`config.mk`:
```
export PLATFORM = sky130hd
export DESIGN_NAME = time_bin_average_resampler
export DESIGN_NICKNAME = d
export VERILOG_FILES = /design/src/hdl/tbar_pkg.sv /design/src/hdl/time_bin_average_resampler.sv
export SDC_FILE = /design/constraint.sdc
export NUM_CORES = 2
export LEC_CHECK = 0
export BUFFER_PORTS_ARGS = -buffer_cell sky130_fd_sc_hd__buf_2
export CELL_PAD_IN_SITES_DETAIL_PLACEMENT = 0
export CELL_PAD_IN_SITES_GLOBAL_PLACEMENT = 2
export CORE_UTILIZATION = 41
export CTS_BUF_LIST = sky130_fd_sc_hd__clkbuf_4
export DETAILED_ROUTE_END_ITERATION = 6
export GPL_TIMING_DRIVEN = 0
export PLACE_DENSITY_LB_ADDON = 0.1
export SLEW_MARGIN = 20
export SYNTH_ARGS = -nofsm -noshare
export SYNTH_HDL_FRONTEND = slang
export SYNTH_SLANG_ARGS = --single-unit
```
`constraint.sdc`:
```
create_clock -name aclk -period 9 [get_ports aclk]
set_input_delay 0 -clock aclk [delete_from_list [all_inputs] [get_ports aclk]]
set_output_delay 0 -clock aclk [all_outputs]
set_load 0.05 [all_outputs]
```
`src/hdl/tbar_pkg.sv`:
```
// tbar_pkg: shared widths, register indexes and defaults for the time-bin
// average resampler. No dependencies.
package tbar_pkg;

    localparam int TIME_W     = 52;
    localparam int SAMPLE_W   = 16;
    localparam int WIDTH_W    = 24;
    localparam int CFG_IDX_W  = 2;
    localparam int CFG_DATA_W = 52;

    // stream payload widths
    localparam int S_TDATA_W = 72;
    localparam int M_TDATA_W = 72;
    localparam int M_TUSER_W = 3;

    // defaults
    localparam int MAX_PER_BIN_DEF        = 4096;
    localparam int MAX_BINS_PER_INPUT_DEF = 64;
    localparam logic [WIDTH_W-1:0] BIN_WIDTH_RESET = 24'd1000;

    // configuration register indexes
    localparam logic [CFG_IDX_W-1:0] REG_BIN_WIDTH  = 2'd0;
    localparam logic [CFG_IDX_W-1:0] REG_START_TIME = 2'd1;
    localparam logic [CFG_IDX_W-1:0] REG_END_TIME   = 2'd2;

endpackage

```
`src/hdl/time_bin_average_resampler.sv`:
```
// Time-bin average resampler: timestamped samples in, one averaged result per
// closed time bin out; bins jumped over past the bin limit give no result and
// bins_dropped flags the jump. Depends on tbar_pkg. A new sample is accepted only
// once the previous one is fully handled, including its closed bins, and result
// stalls hold off the input. The shared serial divider forms the mean when the first
// closed bin holds samples and locates the target bin on a jump past the bin limit.
// Reset (aresetn, synchronous, active low) loads register defaults, puts the
// grid at time 0 with an empty bin and drops any pending result.
module time_bin_average_resampler #(
    parameter int MAX_PER_BIN        = tbar_pkg::MAX_PER_BIN_DEF,
    parameter int MAX_BINS_PER_INPUT = tbar_pkg::MAX_BINS_PER_INPUT_DEF
) (
    input  logic                             aclk,
    input  logic                             aresetn,
    // configuration writes
    input  logic                             cfg_we,
    input  logic [tbar_pkg::CFG_IDX_W-1:0]   cfg_index,
    input  logic [tbar_pkg::CFG_DATA_W-1:0]  cfg_wdata,
    // sample input
    input  logic                             s_tvalid,
    output logic                             s_tready,
    // [15:0] sample_value, [67:16] sample_time, [71:68] zero
    input  logic [tbar_pkg::S_TDATA_W-1:0]   s_tdata,
    // bin results
    output logic                             m_tvalid,
    input  logic                             m_tready,
    // [51:0] bin_centre_time, [67:52] bin_average, [71:68] zero
    output logic [tbar_pkg::M_TDATA_W-1:0]   m_tdata,
    output logic                             m_tlast,   // last_of_run
    // [0] bin_empty, [1] bins_dropped, [2] grid_done
    output logic [tbar_pkg::M_TUSER_W-1:0]   m_tuser
);
    import tbar_pkg::*;

    localparam int CNT_W  = $clog2(MAX_PER_BIN + 1);
    localparam int SUM_W  = SAMPLE_W + $clog2(MAX_PER_BIN) + 1;
    localparam int NBIN_W = $clog2(MAX_BINS_PER_INPUT + 1);
    localparam int DVR_W  = (WIDTH_W > CNT_W) ? WIDTH_W : CNT_W;
    localparam int DCNT_W = $clog2(TIME_W + 1);

    typedef enum logic [7:0] {
        ST_IDLE    = 8'b0000_0001,
        ST_TEST    = 8'b0000_0010,
        ST_OPEN    = 8'b0000_0100,
        ST_DIV     = 8'b0000_1000,
        ST_STEP    = 8'b0001_0000,
        ST_CHECK   = 8'b0010_0000,
        ST_SKIPCHK = 8'b0100_0000,
        ST_SEND    = 8'b1000_0000
    } state_t;

    // IDLE sub-phase: PH_ACC adds the accepted sample to the open bin unless the bin is full or the grid is finished
    typedef enum logic [1:0] {
        PH_RUN = 2'b01,
        PH_ACC = 2'b10
    } phase_t;

    state_t state_reg, state_next;
    phase_t phase_reg, phase_next;

    // configuration and grid state
    logic [WIDTH_W-1:0]      width_reg;
    logic [TIME_W-1:0]       end_reg;
    logic [TIME_W:0]         cur_reg;     // one spare bit: may step past 2^52
    logic signed [SUM_W-1:0] sum_reg;
    logic [CNT_W-1:0]        cnt_reg;
    logic                    fin_reg;

    // current sample and run
    logic signed [SAMPLE_W-1:0] v_reg;
    logic [TIME_W-1:0]       t_reg;
    logic [TIME_W-1:0]       diff_reg;
    logic [NBIN_W-1:0]       nbin_reg;

    // staged result
    logic [TIME_W-1:0]       res_centre_reg;
    logic [SAMPLE_W-1:0]     res_avg_reg;
    logic                    res_empty_reg;
    logic                    res_dropped_reg;
    logic                    res_last_reg;
    logic                    res_done_reg;

    // shared restoring divider
    logic [TIME_W-1:0]       dvd_reg;
    logic [DVR_W-1:0]        rem_reg;
    logic [DVR_W-1:0]        dvr_reg;
    logic [DCNT_W-1:0]       dcnt_reg;
    logic                    neg_reg;
    logic                    skip_mode_reg;

    // combinational helpers
    logic [WIDTH_W-1:0]      w_eff;
    logic [TIME_W+1:0]       diff_full;
    logic                    cur_ge_end;
    logic                    diff_ge_w;
    logic                    more_bins;
    logic                    cnt_zero;
    logic                    div_done;
    logic                    out_free;
    logic                    at_bin_limit;
    logic [WIDTH_W:0]        half_w;
    logic [SUM_W-1:0]        sum_abs;
    logic [DVR_W:0]          div_shift;
    logic [DVR_W+1:0]        div_trial;
    logic [SUM_W-1:0]        quot;

    assign w_eff        = (width_reg == '0) ? WIDTH_W'(1) : width_reg;
    assign diff_full    = {2'b00, t_reg} - {1'b0, cur_reg};
    assign cur_ge_end   = cur_reg >= {1'b0, end_reg};
    assign diff_ge_w    = diff_reg >= TIME_W'(w_eff);
    assign more_bins    = diff_full[TIME_W-1:0] >= TIME_W'(w_eff);
    assign cnt_zero     = cnt_reg == '0;
    assign div_done     = dcnt_reg == '0;
    assign out_free     = !m_tvalid || m_tready;
    assign at_bin_limit = nbin_reg == NBIN_W'(MAX_BINS_PER_INPUT);
    assign half_w       = ({1'b0, w_eff} + (WIDTH_W+1)'(1)) >> 1;
    assign sum_abs      = sum_reg[SUM_W-1] ? SUM_W'(-sum_reg) : SUM_W'(sum_reg);
    assign div_shift    = {rem_reg, dvd_reg[TIME_W-1]};
    assign div_trial    = {1'b0, div_shift} - {2'b00, dvr_reg};
    assign quot         = dvd_reg[SUM_W-1:0];

    assign s_tready = (state_reg == ST_IDLE) && (phase_reg == PH_RUN);

    always_comb begin
        state_next = state_reg;
        phase_next = phase_reg;
        unique case (state_reg)
            ST_IDLE: begin
                if (phase_reg == PH_ACC) begin
                    phase_next = PH_RUN;
                end else if (s_tvalid) begin
                    state_next = ST_TEST;
                end
            end
            ST_TEST: begin
                // finished, grid past end, or sample before the open bin
                if (fin_reg || cur_ge_end || diff_full[TIME_W+1]) begin
                    state_next = ST_IDLE;
                end else begin
                    state_next = ST_OPEN;
                end
            end
            ST_OPEN: begin
                if (diff_ge_w) begin
                    state_next = cnt_zero ? ST_STEP : ST_DIV;
                end else begin
                    state_next = ST_IDLE;
                    phase_next = PH_ACC;
                end
            end
            ST_DIV: begin
                if (div_done) begin
                    state_next = skip_mode_reg ? ST_SKIPCHK : ST_STEP;
                end
            end
            ST_STEP: state_next = ST_CHECK;
            ST_CHECK: begin
                if (!cur_ge_end && more_bins && at_bin_limit) begin
                    state_next = ST_DIV;
                end else begin
                    state_next = ST_SEND;
                end
            end
            ST_SKIPCHK: state_next = ST_SEND;
            ST_SEND: begin
                if (out_free) begin
                    if (res_last_reg) begin
                        state_next = ST_IDLE;
                        phase_next = PH_ACC;
                    end else begin
                        state_next = ST_OPEN;
                    end
                end
            end
            default: begin
                state_next = ST_IDLE;
                phase_next = PH_RUN;
            end
        endcase
    end

    // control state
    always_ff @(posedge aclk) begin
        if (!aresetn) begin
            state_reg <= ST_IDLE;
            phase_reg <= PH_RUN;
        end else begin
            state_reg <= state_next;
            phase_reg <= phase_next;
        end
    end

    // configuration, grid and accumulator
    always_ff @(posedge aclk) begin
        if (!aresetn) begin
            width_reg <= BIN_WIDTH_RESET;
            end_reg   <= '0;
            cur_reg   <= '0;
            sum_reg   <= '0;
            cnt_reg   <= '0;
            fin_reg   <= 1'b0;
            m_tvalid  <= 1'b0;
        end else begin
            if (state_reg == ST_SEND && out_free) begin
                m_tvalid <= 1'b1;
            end else if (m_tready) begin
                m_tvalid <= 1'b0;
            end
            if (cfg_we) begin
                unique case (cfg_index)
                    REG_BIN_WIDTH: width_reg <= cfg_wdata[WIDTH_W-1:0];
                    REG_START_TIME: begin
                        cur_reg <= {1'b0, cfg_wdata[TIME_W-1:0]};
                        sum_reg <= '0;
                        cnt_reg <= '0;
                        fin_reg <= 1'b0;
                    end
                    REG_END_TIME: end_reg <= cfg_wdata[TIME_W-1:0];
                    default: ;
                endcase
            end
            unique case (state_reg)
                ST_IDLE: begin
                    if (phase_reg == PH_ACC && !fin_reg
                        && cnt_reg < CNT_W'(MAX_PER_BIN)) begin
                        sum_reg <= sum_reg + SUM_W'(v_reg);
                        cnt_reg <= cnt_reg + CNT_W'(1);
                    end
                end
                ST_DIV: begin
                    if (div_done && skip_mode_reg) begin
                        // jump to the bin that holds the sample
                        cur_reg <= {1'b0, t_reg} - (TIME_W+1)'(rem_reg);
                    end
                end
                ST_STEP: begin
                    sum_reg <= '0;
                    cnt_reg <= '0;
                    cur_reg <= cur_reg + (TIME_W+1)'(w_eff);
                end
                ST_CHECK: begin
                    if (cur_ge_end) begin
                        fin_reg <= 1'b1;
                    end
                end
                ST_SKIPCHK: begin
                    fin_reg <= cur_ge_end;
                end
                default: ;
            endcase
        end
    end

    // payload: sample, staged result, divider, output register
    always_ff @(posedge aclk) begin
        if (s_tvalid && s_tready) begin
            v_reg <= s_tdata[SAMPLE_W-1:0];
            t_reg <= s_tdata[SAMPLE_W +: TIME_W];
        end
        unique case (state_reg)
            ST_TEST: begin
                diff_reg <= diff_full[TIME_W-1:0];
                nbin_reg <= '0;
            end
            ST_OPEN: begin
                if (diff_ge_w && !cnt_zero) begin
                    // mean of the closing bin
                    dvd_reg       <= TIME_W'(sum_abs) << (TIME_W - SUM_W);
                    dvr_reg       <= DVR_W'(cnt_reg);
                    rem_reg       <= '0;
                    dcnt_reg      <= DCNT_W'(SUM_W);
                    neg_reg       <= sum_reg[SUM_W-1];
                    skip_mode_reg <= 1'b0;
                end
            end
            ST_DIV: begin
                if (div_done) begin
                    if (!skip_mode_reg) begin
                        res_avg_reg <= neg_reg ? SAMPLE_W'(-quot) : SAMPLE_W'(quot);
                    end
                end else begin
                    if (!div_trial[DVR_W+1]) begin
                        rem_reg <= div_trial[DVR_W-1:0];
                        dvd_reg <= {dvd_reg[TIME_W-2:0], 1'b1};
                    end else begin
                        rem_reg <= div_shift[DVR_W-1:0];
                        dvd_reg <= {dvd_reg[TIME_W-2:0], 1'b0};
                    end
                    dcnt_reg <= dcnt_reg - DCNT_W'(1);
                end
            end
            ST_STEP: begin
                res_centre_reg <= cur_reg[TIME_W-1:0] + TIME_W'(half_w);
                res_empty_reg  <= cnt_zero;
                if (cnt_zero) begin
                    res_avg_reg <= '0;
                end
                nbin_reg <= nbin_reg + NBIN_W'(1);
            end
            ST_CHECK: begin
                diff_reg        <= diff_full[TIME_W-1:0];
                res_dropped_reg <= 1'b0;
                if (cur_ge_end) begin
                    res_last_reg <= 1'b1;
                    res_done_reg <= 1'b1;
                end else if (!more_bins) begin
                    res_last_reg <= 1'b1;
                    res_done_reg <= 1'b0;
                end else if (at_bin_limit) begin
                    // remainder of the gap modulo the width locates the bin
                    dvd_reg       <= diff_full[TIME_W-1:0];
                    dvr_reg       <= DVR_W'(w_eff);
                    rem_reg       <= '0;
                    dcnt_reg      <= DCNT_W'(TIME_W);
                    skip_mode_reg <= 1'b1;
                end else begin
                    res_last_reg <= 1'b0;
                    res_done_reg <= 1'b0;
                end
            end
            ST_SKIPCHK: begin
                res_dropped_reg <= 1'b1;
                res_last_reg    <= 1'b1;
                res_done_reg    <= cur_ge_end;
            end
            ST_SEND: begin
                if (out_free) begin
                    m_tdata <= {{(M_TDATA_W - TIME_W - SAMPLE_W){1'b0}},
                                res_avg_reg, res_centre_reg};
                    m_tlast <= res_last_reg;
                    m_tuser <= {res_done_reg, res_dropped_reg, res_empty_reg};
                end
            end
            default: ;
        endcase
    end

endmodule
```
# Word level (Yosys, flattened, before mapping)

Cells that the tools add are included.

Add/subtract/negate cells: 12
Order comparisons: 4
Eq/ne operators: 28
Mux-type cells: 80
Bitwise operators: 1
Reductions and logical operators: 38

Operators by type and width:

| cell                 | count |
|---|---|
| $mux W24             | 11 |
| $mux W52             | 5 |
| $mux W53             | 3 |
| $pmux W52 S3         | 1 |
| $mux W29             | 4 |
| $pmux W53 S2         | 1 |
| $ge A52 B24 Y1       | 2 |
| $pmux W24 S3         | 1 |
| $mux W16             | 4 |
| $pmux W8 S8          | 1 |
| $pmux W29 S2         | 1 |
| $sub A52 B53 Y54     | 1 |
| $add A53 B24 Y53     | 1 |
| $ge A53 B52 Y1       | 1 |
| $sub A52 B24 Y53     | 1 |
| $add A52 B24 Y52     | 1 |
| $pmux W24 S2         | 1 |
| $mux W8              | 5 |
| $mux W13             | 3 |
| $pmux W16 S2         | 1 |
| $mux W6              | 5 |
| $add A29 B16 Y29     | 1 |
| $neg A29 Y29         | 1 |
| $ne A2 B2 Y1 const B | 13 |
| 46 further kinds     | 94 |

Register bits: 562
Input bits: 131
Output and inout port bits: 78
Word-level logic and storage cells: 191

# Logic depth before layout (Yosys ltp)

Depth after elaboration: 7
Mapped depth: 23
Mapped depth without buffers: 22

# Worst setup path after synthesis

Ideal clock, no wire load.

Kind: register -> register
Start point: register cur_reg[4]
End point: register dcnt_reg[0] (enable)
Library setup time: 523 ps
Arrival: 6758 ps
Required time: 8477 ps
Slack: 1719 ps
Stages on the path, launching flop included: 23
Path buffers: 0
Clock period less this slack: 7281 ps
Cells stage by stage: dfxtp_1 > inv_1 > ha_1 > a21o_1 > or3_4 > o21ai_4 > o21ai_1 > nor2_1 > o21ai_0 > xor2_1 > ha_1 > a21o_1 > a21oi_1 > a21oi_1 > o21ai_0 > a21oi_1 > o41ai_1 > nand2_1 > nor4bb_1 > nand4b_1 > or4_4 > a31oi_4 > nor2_1

Longest elaborated chain between the ends: 4
Elaborated cells between the ends (all ways): 6
Those cells by class: add/sub (1); order compare (2); eq/ne (2); reduce/logical (1)

RTL lines:

| what                               | line                              | text |
|---|---|---|
| start: declaration                 | time_bin_average_resampler.sv:64  | `logic [TIME_W:0] cur_reg;` |
| start signal: assignment           | time_bin_average_resampler.sv:213 | `cur_reg <= {1'b0, cfg_wdata[TIME_W-1:0]};` |
| start signal: assignment           | time_bin_average_resampler.sv:233 | `cur_reg <= {1'b0, t_reg} - (TIME_W+1)'(rem_reg);` |
| start signal: assignment           | time_bin_average_resampler.sv:239 | `cur_reg <= cur_reg + (TIME_W+1)'(w_eff);` |
| $sub A52 B53 Y54                   | time_bin_average_resampler.sv:108 | `assign diff_full = {2'b00, t_reg} - {1'b0, cur_reg};` |
| net diff_full[13]                  | time_bin_average_resampler.sv:93  | `logic [TIME_W+1:0] diff_full;` |
| $ge A52 B24 Y1                     | time_bin_average_resampler.sv:111 | `assign more_bins = diff_full[TIME_W-1:0] >= TIME_W'(w_eff);` |
| $ne A2 B2 Y1 (no source line)      | --                                |  |
| $reduce_and A6 Y1 (no source line) | --                                |  |
| end signal: assignment             | time_bin_average_resampler.sv:271 | `dcnt_reg <= DCNT_W'(SUM_W);` |
| end signal: assignment             | time_bin_average_resampler.sv:289 | `dcnt_reg <= dcnt_reg - DCNT_W'(1);` |
| end signal: assignment             | time_bin_average_resampler.sv:314 | `dcnt_reg <= DCNT_W'(TIME_W);` |
| end: declaration                   | time_bin_average_resampler.sv:87  | `logic [DCNT_W-1:0] dcnt_reg;` |

The timed path passes the listed nets, and every way through them passes these cells.
A chain may end at the register's enable or synchronous reset.

# Worst setup path in the final report

Start point: register cur_reg[1]
End point: register rem_reg[13] (enable)

Longest elaborated chain between the ends: 4
Elaborated cells between the ends (all ways): 6
Those cells by class: add/sub (1); order compare (2); eq/ne (2); reduce/logical (1)

RTL lines:

| what                               | line                              | text |
|---|---|---|
| $sub A52 B53 Y54                   | time_bin_average_resampler.sv:108 |  |
| net diff_full[13]                  | time_bin_average_resampler.sv:93  |  |
| $ge A52 B24 Y1                     | time_bin_average_resampler.sv:111 |  |
| $ne A2 B2 Y1 (no source line)      | --                                |  |
| $reduce_and A6 Y1 (no source line) | --                                |  |
| end signal: assignment             | time_bin_average_resampler.sv:283 | `rem_reg <= div_trial[DVR_W-1:0];` |
| end signal: assignment             | time_bin_average_resampler.sv:286 | `rem_reg <= div_shift[DVR_W-1:0];` |
| end: declaration                   | time_bin_average_resampler.sv:85  | `logic [DVR_W-1:0] rem_reg;` |

The timed path passes the listed nets, and every way through them passes these cells.

==> reports/metrics.json <==
{
  "timing.hold.worst_path_depth": {"value": 4},
  "regArea": {"value": 0.0150, "unit": "mm²"},
  "drt_drc_violations_left": {"value": 0},
  "clk_pin_slew_worst_paths": {"value": 0.07, "unit": "ns"},
  "timing.critical_path.buf_inv": {"value": 3},
  "cts.path.max_buffers": {"value": 3},
  "routed_wl": {"value": 125, "unit": "mm"},
  "dpl_wire_length": {"value": 96.1, "unit": "mm"},
  "ir_worst_vdd": {"value": 0.000118, "unit": "V"},
  "final_period_minus_worst_setup_slack": {"value": 7.61, "unit": "ns"},
  "yosys_most_used_dff": {"value": "edfxtp_1"},
  "utilization": {"value": 0.503},
  "timing_worst_setup_path_type": {"value": "reg -> reg"},
  "reg2reg_slack": {"value": 1.39, "unit": "ns"},
  "synth.yosys.seq_area_share": {"value": 0.430},
  "timing.critical_path.cells": {"value": "inv_1, ha_1, nand2b_1, a21oi_2, o21ai_4, o21ai_1, nor2_1, o21ai_0, xor2_1, ha_1, a21o_1, a21oi_1, nand4_1, o21ai_0, a21oi_1, o41ai_1, nand2_1, nor4bb_1, nand4b_1, or4_4, a31oi_4, nor2_4, buf_16, buf_12"},
  "multi_input_comb_area": {"value": 0.0184, "unit": "mm²"},
  "max_freq": {"value": 0.131, "unit": "GHz"},
  "cell_rows": {"value": 106},
  "dieArea": {"value": 0.0865, "unit": "mm²"},
  "place.gp.congestion": {"value": 0.935},
  "post_drt_wl_per_cell": {"value": 22.1, "unit": "µm"},
  "clock_tree.htree_level_count": {"value": 4},
  "synth_area_leader_cell": {"value": "edfxtp_1"},
  "master_of_the_slowest_instance_on_the_critical_path": {"value": "o41ai_1"},
  "critPathTopFamily": {"value": "compound AO/OA/AOI/OAI gates"},
  "port_buffers": {"value": 200},
  "setup_viol": {"value": 0},
  "start_util": {"value": 0.416},
  "synthMostInstantiatedCell": {"value": "nor2_1"},
  "drt-initial-drc-count": {"value": 2480},
  "grt_overflow_total": {"value": 0},
  "design.core.area": {"value": 0.0841, "unit": "mm²"},
  "synth_enable_flop_cells": {"value": 379},
  "critical_register_to_register_path_endpoint": {"value": "rem_reg[13]"},
  "largest_net_degree_at_the_start_of_global_routing": {"value": 53},
  "skew": {"value": 0.0901, "unit": "ns"},
  "cp-start-kind": {"value": "flop"},
  "grt_pass1_wl": {"value": 184, "unit": "mm"},
  "min_delay_worst_endpoint": {"value": "cur_reg[40]"},
  "drive_gt1_frac": {"value": 0.118},
  "area_growth": {"value": 20.8, "unit": "%"},
  "outcome": {"value": "complete, no violations"},
  "layout.cell_area.non_filler": {"value": 0.0423, "unit": "mm²"},
  "ys_types": {"value": 96},
  "maximum_net_fanout_on_the_critical_path": {"value": 22},
  "num-nets-final": {"value": 4817},
  "avgSynthCellArea": {"value": 9.31, "unit": "µm²"},
  "fin_crit_sh": {"value": 0.846},
  "netlist_area": {"value": 0.0350, "unit": "mm²"},
  "die_h": {"value": 294, "unit": "µm"},
  "report.final.hold_viol_count": {"value": 0},
  "number_of_slew_limit_violations_in_the_final_report": {"value": 0},
  "tritoncts": {"value": "done"},
  "yosysTopAreaCellShare": {"value": 0.325},
  "route.vias.total": {"value": 31025},
  "maxSlewHeadroom": {"value": 0.227},
  "fp.dieW": {"value": 294, "unit": "µm"},
  "synth.ff_latch_count": {"value": 562},
  "worstHoldPathType": {"value": "in -> reg"},
  "ff2ff_path_depth": {"value": 24},
  "unrepaired_setup_endpoints_after_global_routing": {"value": "no"},
  "timing.rr.start": {"value": "cur_reg[1]"},
  "global_route.usage.total": {"value": 0.287},
  "required": {"value": 9.80, "unit": "ns"},
  "worst_setup_path_end_kind": {"value": "flop"},
  "num-fill-cells": {"value": 8210},
  "async_reset_ff_frac": {"value": 0},
  "cellLeakagePower": {"value": 0.0165, "unit": "µW"},
  "detail_route.first_pass.iterations": {"value": 6},
  "ys_top_cells_by_area": {"value": "edfxtp_1, dfxtp_1, ha_1"},
  "timing.critical_path.arrival": {"value": 8.41, "unit": "ns"},
  "largest_reg_flops": {"value": 68},
  "synth_commonest_cells": {"value": "nor2_1, edfxtp_1, nand2_1, a21oi_1, ha_1"},
  "first_global_vias": {"value": 29848},
  "worst_slew_pin_tran": {"value": 1.16, "unit": "ns"},
  "clock_root_buffer": {"value": "clkbuf_4"},
  "pwr_density_cell": {"value": 161, "unit": "mW/mm²"},
  "holdCritStartpoint": {"value": "aresetn"},
  "clock_sink_count": {"value": 562},
  "cp_slowest_stage_delay": {"value": 0.66, "unit": "ns"},
  "maxCapViolations": {"value": 0},
  "cts_inserted_buffers": {"value": 161},
  "drt-vias-per-instance": {"value": 5.48},
  "io_pins": {"value": 209},
  "netlist_instances": {"value": 3758},
  "postPlaceCellArea": {"value": 0.0377, "unit": "mm²"},
  "clock_latency_on_the_worst_skew_pair": {"value": 1.10, "unit": "ns"},
  "synth_warnings": {"value": 0},
  "drt.antenna.violating_nets": {"value": 0},
  "grt_antenna_before_repair": {"value": 5}
}
[layout make-up]
cell class | count | share of cell area
tap | 1134 | 0.0336
antenna | 10 | 0.000592
inverter | 245 | 0.0218
clock inverter | 46 | 0.00444
clock buffer | 235 | 0.0417
multi-input combinational | 2786 | 0.435
timing repair buffer | 472 | 0.0905
buffer | 168 | 0.0163
sequential | 562 | 0.356
[per-layer routing]
metal	share of wire	GRT usage	vias up
li1	-	-	14980
met1	0.44	0.373	14873
met2	0.46	0.463	964
met3	0.063	0.0592	208
met4	0.038	0.121	0
met5	0	0	-
[worst min-delay path, delay by kind of cell]
kind / cells / cell delay [ns]
AOI/OAI and AO/OA: 1 / 0.17
buffers and inverters: 2 / 0.75
and+or+nand+nor: 1 / 0.26
[report_power, final]
part	total [µW]	switching [µW]	internal [µW]	leakage (µW)
sequential	2960	95.4	2870	0.00509
clock	2360	1170	1190	0.00118
combinational	1480	915	564	0.0102
total	6800	2180	4620	0.0165
[timing repair]
action,in CTS,in global routing
gates resized for setup,0,0
setup buffers,0,0
hold endpoints to repair,328,0
hold buffers,263,0
[kinds of logic after synthesis]
| group | after synthesis | synth area share |
|---|---|---|
| fa+ha+maj | 290 | 0.105 |
| flops | 562 | 0.430 |
| simple gates | 1202 | 0.160 |
| xor+xnor | 285 | 0.0713 |
| buf+inv | 413 | 0.0457 |
| mux | 25 | 0.00718 |
| compound gates | 980 | 0.181 |
| other cells | 1 | 0.000107 |
[cell usage in the layout, fill, tap and decap left out, types with 191 or more instances in the layout]
cell,synthesis,layout
a21oi_1,330,330
edfxtp_1,379,379
clkbuf_4,0,236
nor2_1,382,380
ha_1,284,284
xnor2_1,191,191
nand2_1,374,373
inv_1,242,242
dlygate4sd3_1,0,263
buf_2,12,213
[how the worst max path moves through the flow]
stage / cells past startpoint / startpoint / end
after global placement: 22 / cur_reg[1] / dvd_reg[47]
after CTS: 24 / cur_reg[1] / rem_reg[13]
after floorplan: 22 / cur_reg[4] / dcnt_reg[0]
after global routing: 24 / cur_reg[1] / rem_reg[13]
after detailed placement: 24 / cur_reg[1] / rem_reg[4]
final: 24 / cur_reg[1] / rem_reg[13]
[metrics by stage]
| stage | cells | TNS [ns] | setup slack (ns) | total power [µW] | hold slack (ns) |
|---|---|---|---|---|---|
| 5_1_grt | 5652 | 0 | 1.22 | 7140 | 0.0523 |
| 2_1_floorplan | 3761 | 0 | 1.72 | 3910 | 0.0989 |
| 4_1_cts | 5648 | 0 | 1.51 | 6850 | 0.0222 |
| 3_5_place_dp | 5104 | 0 | 1.56 | 4380 | 0.178 |
| 3_3_place_gp | 5095 | -136.94 | -1.68 | 4390 | 0.177 |
| 6_report | 5658 | 0 | 1.39 | 6800 | 0.156 |
(Power assumes the default switching activity.)
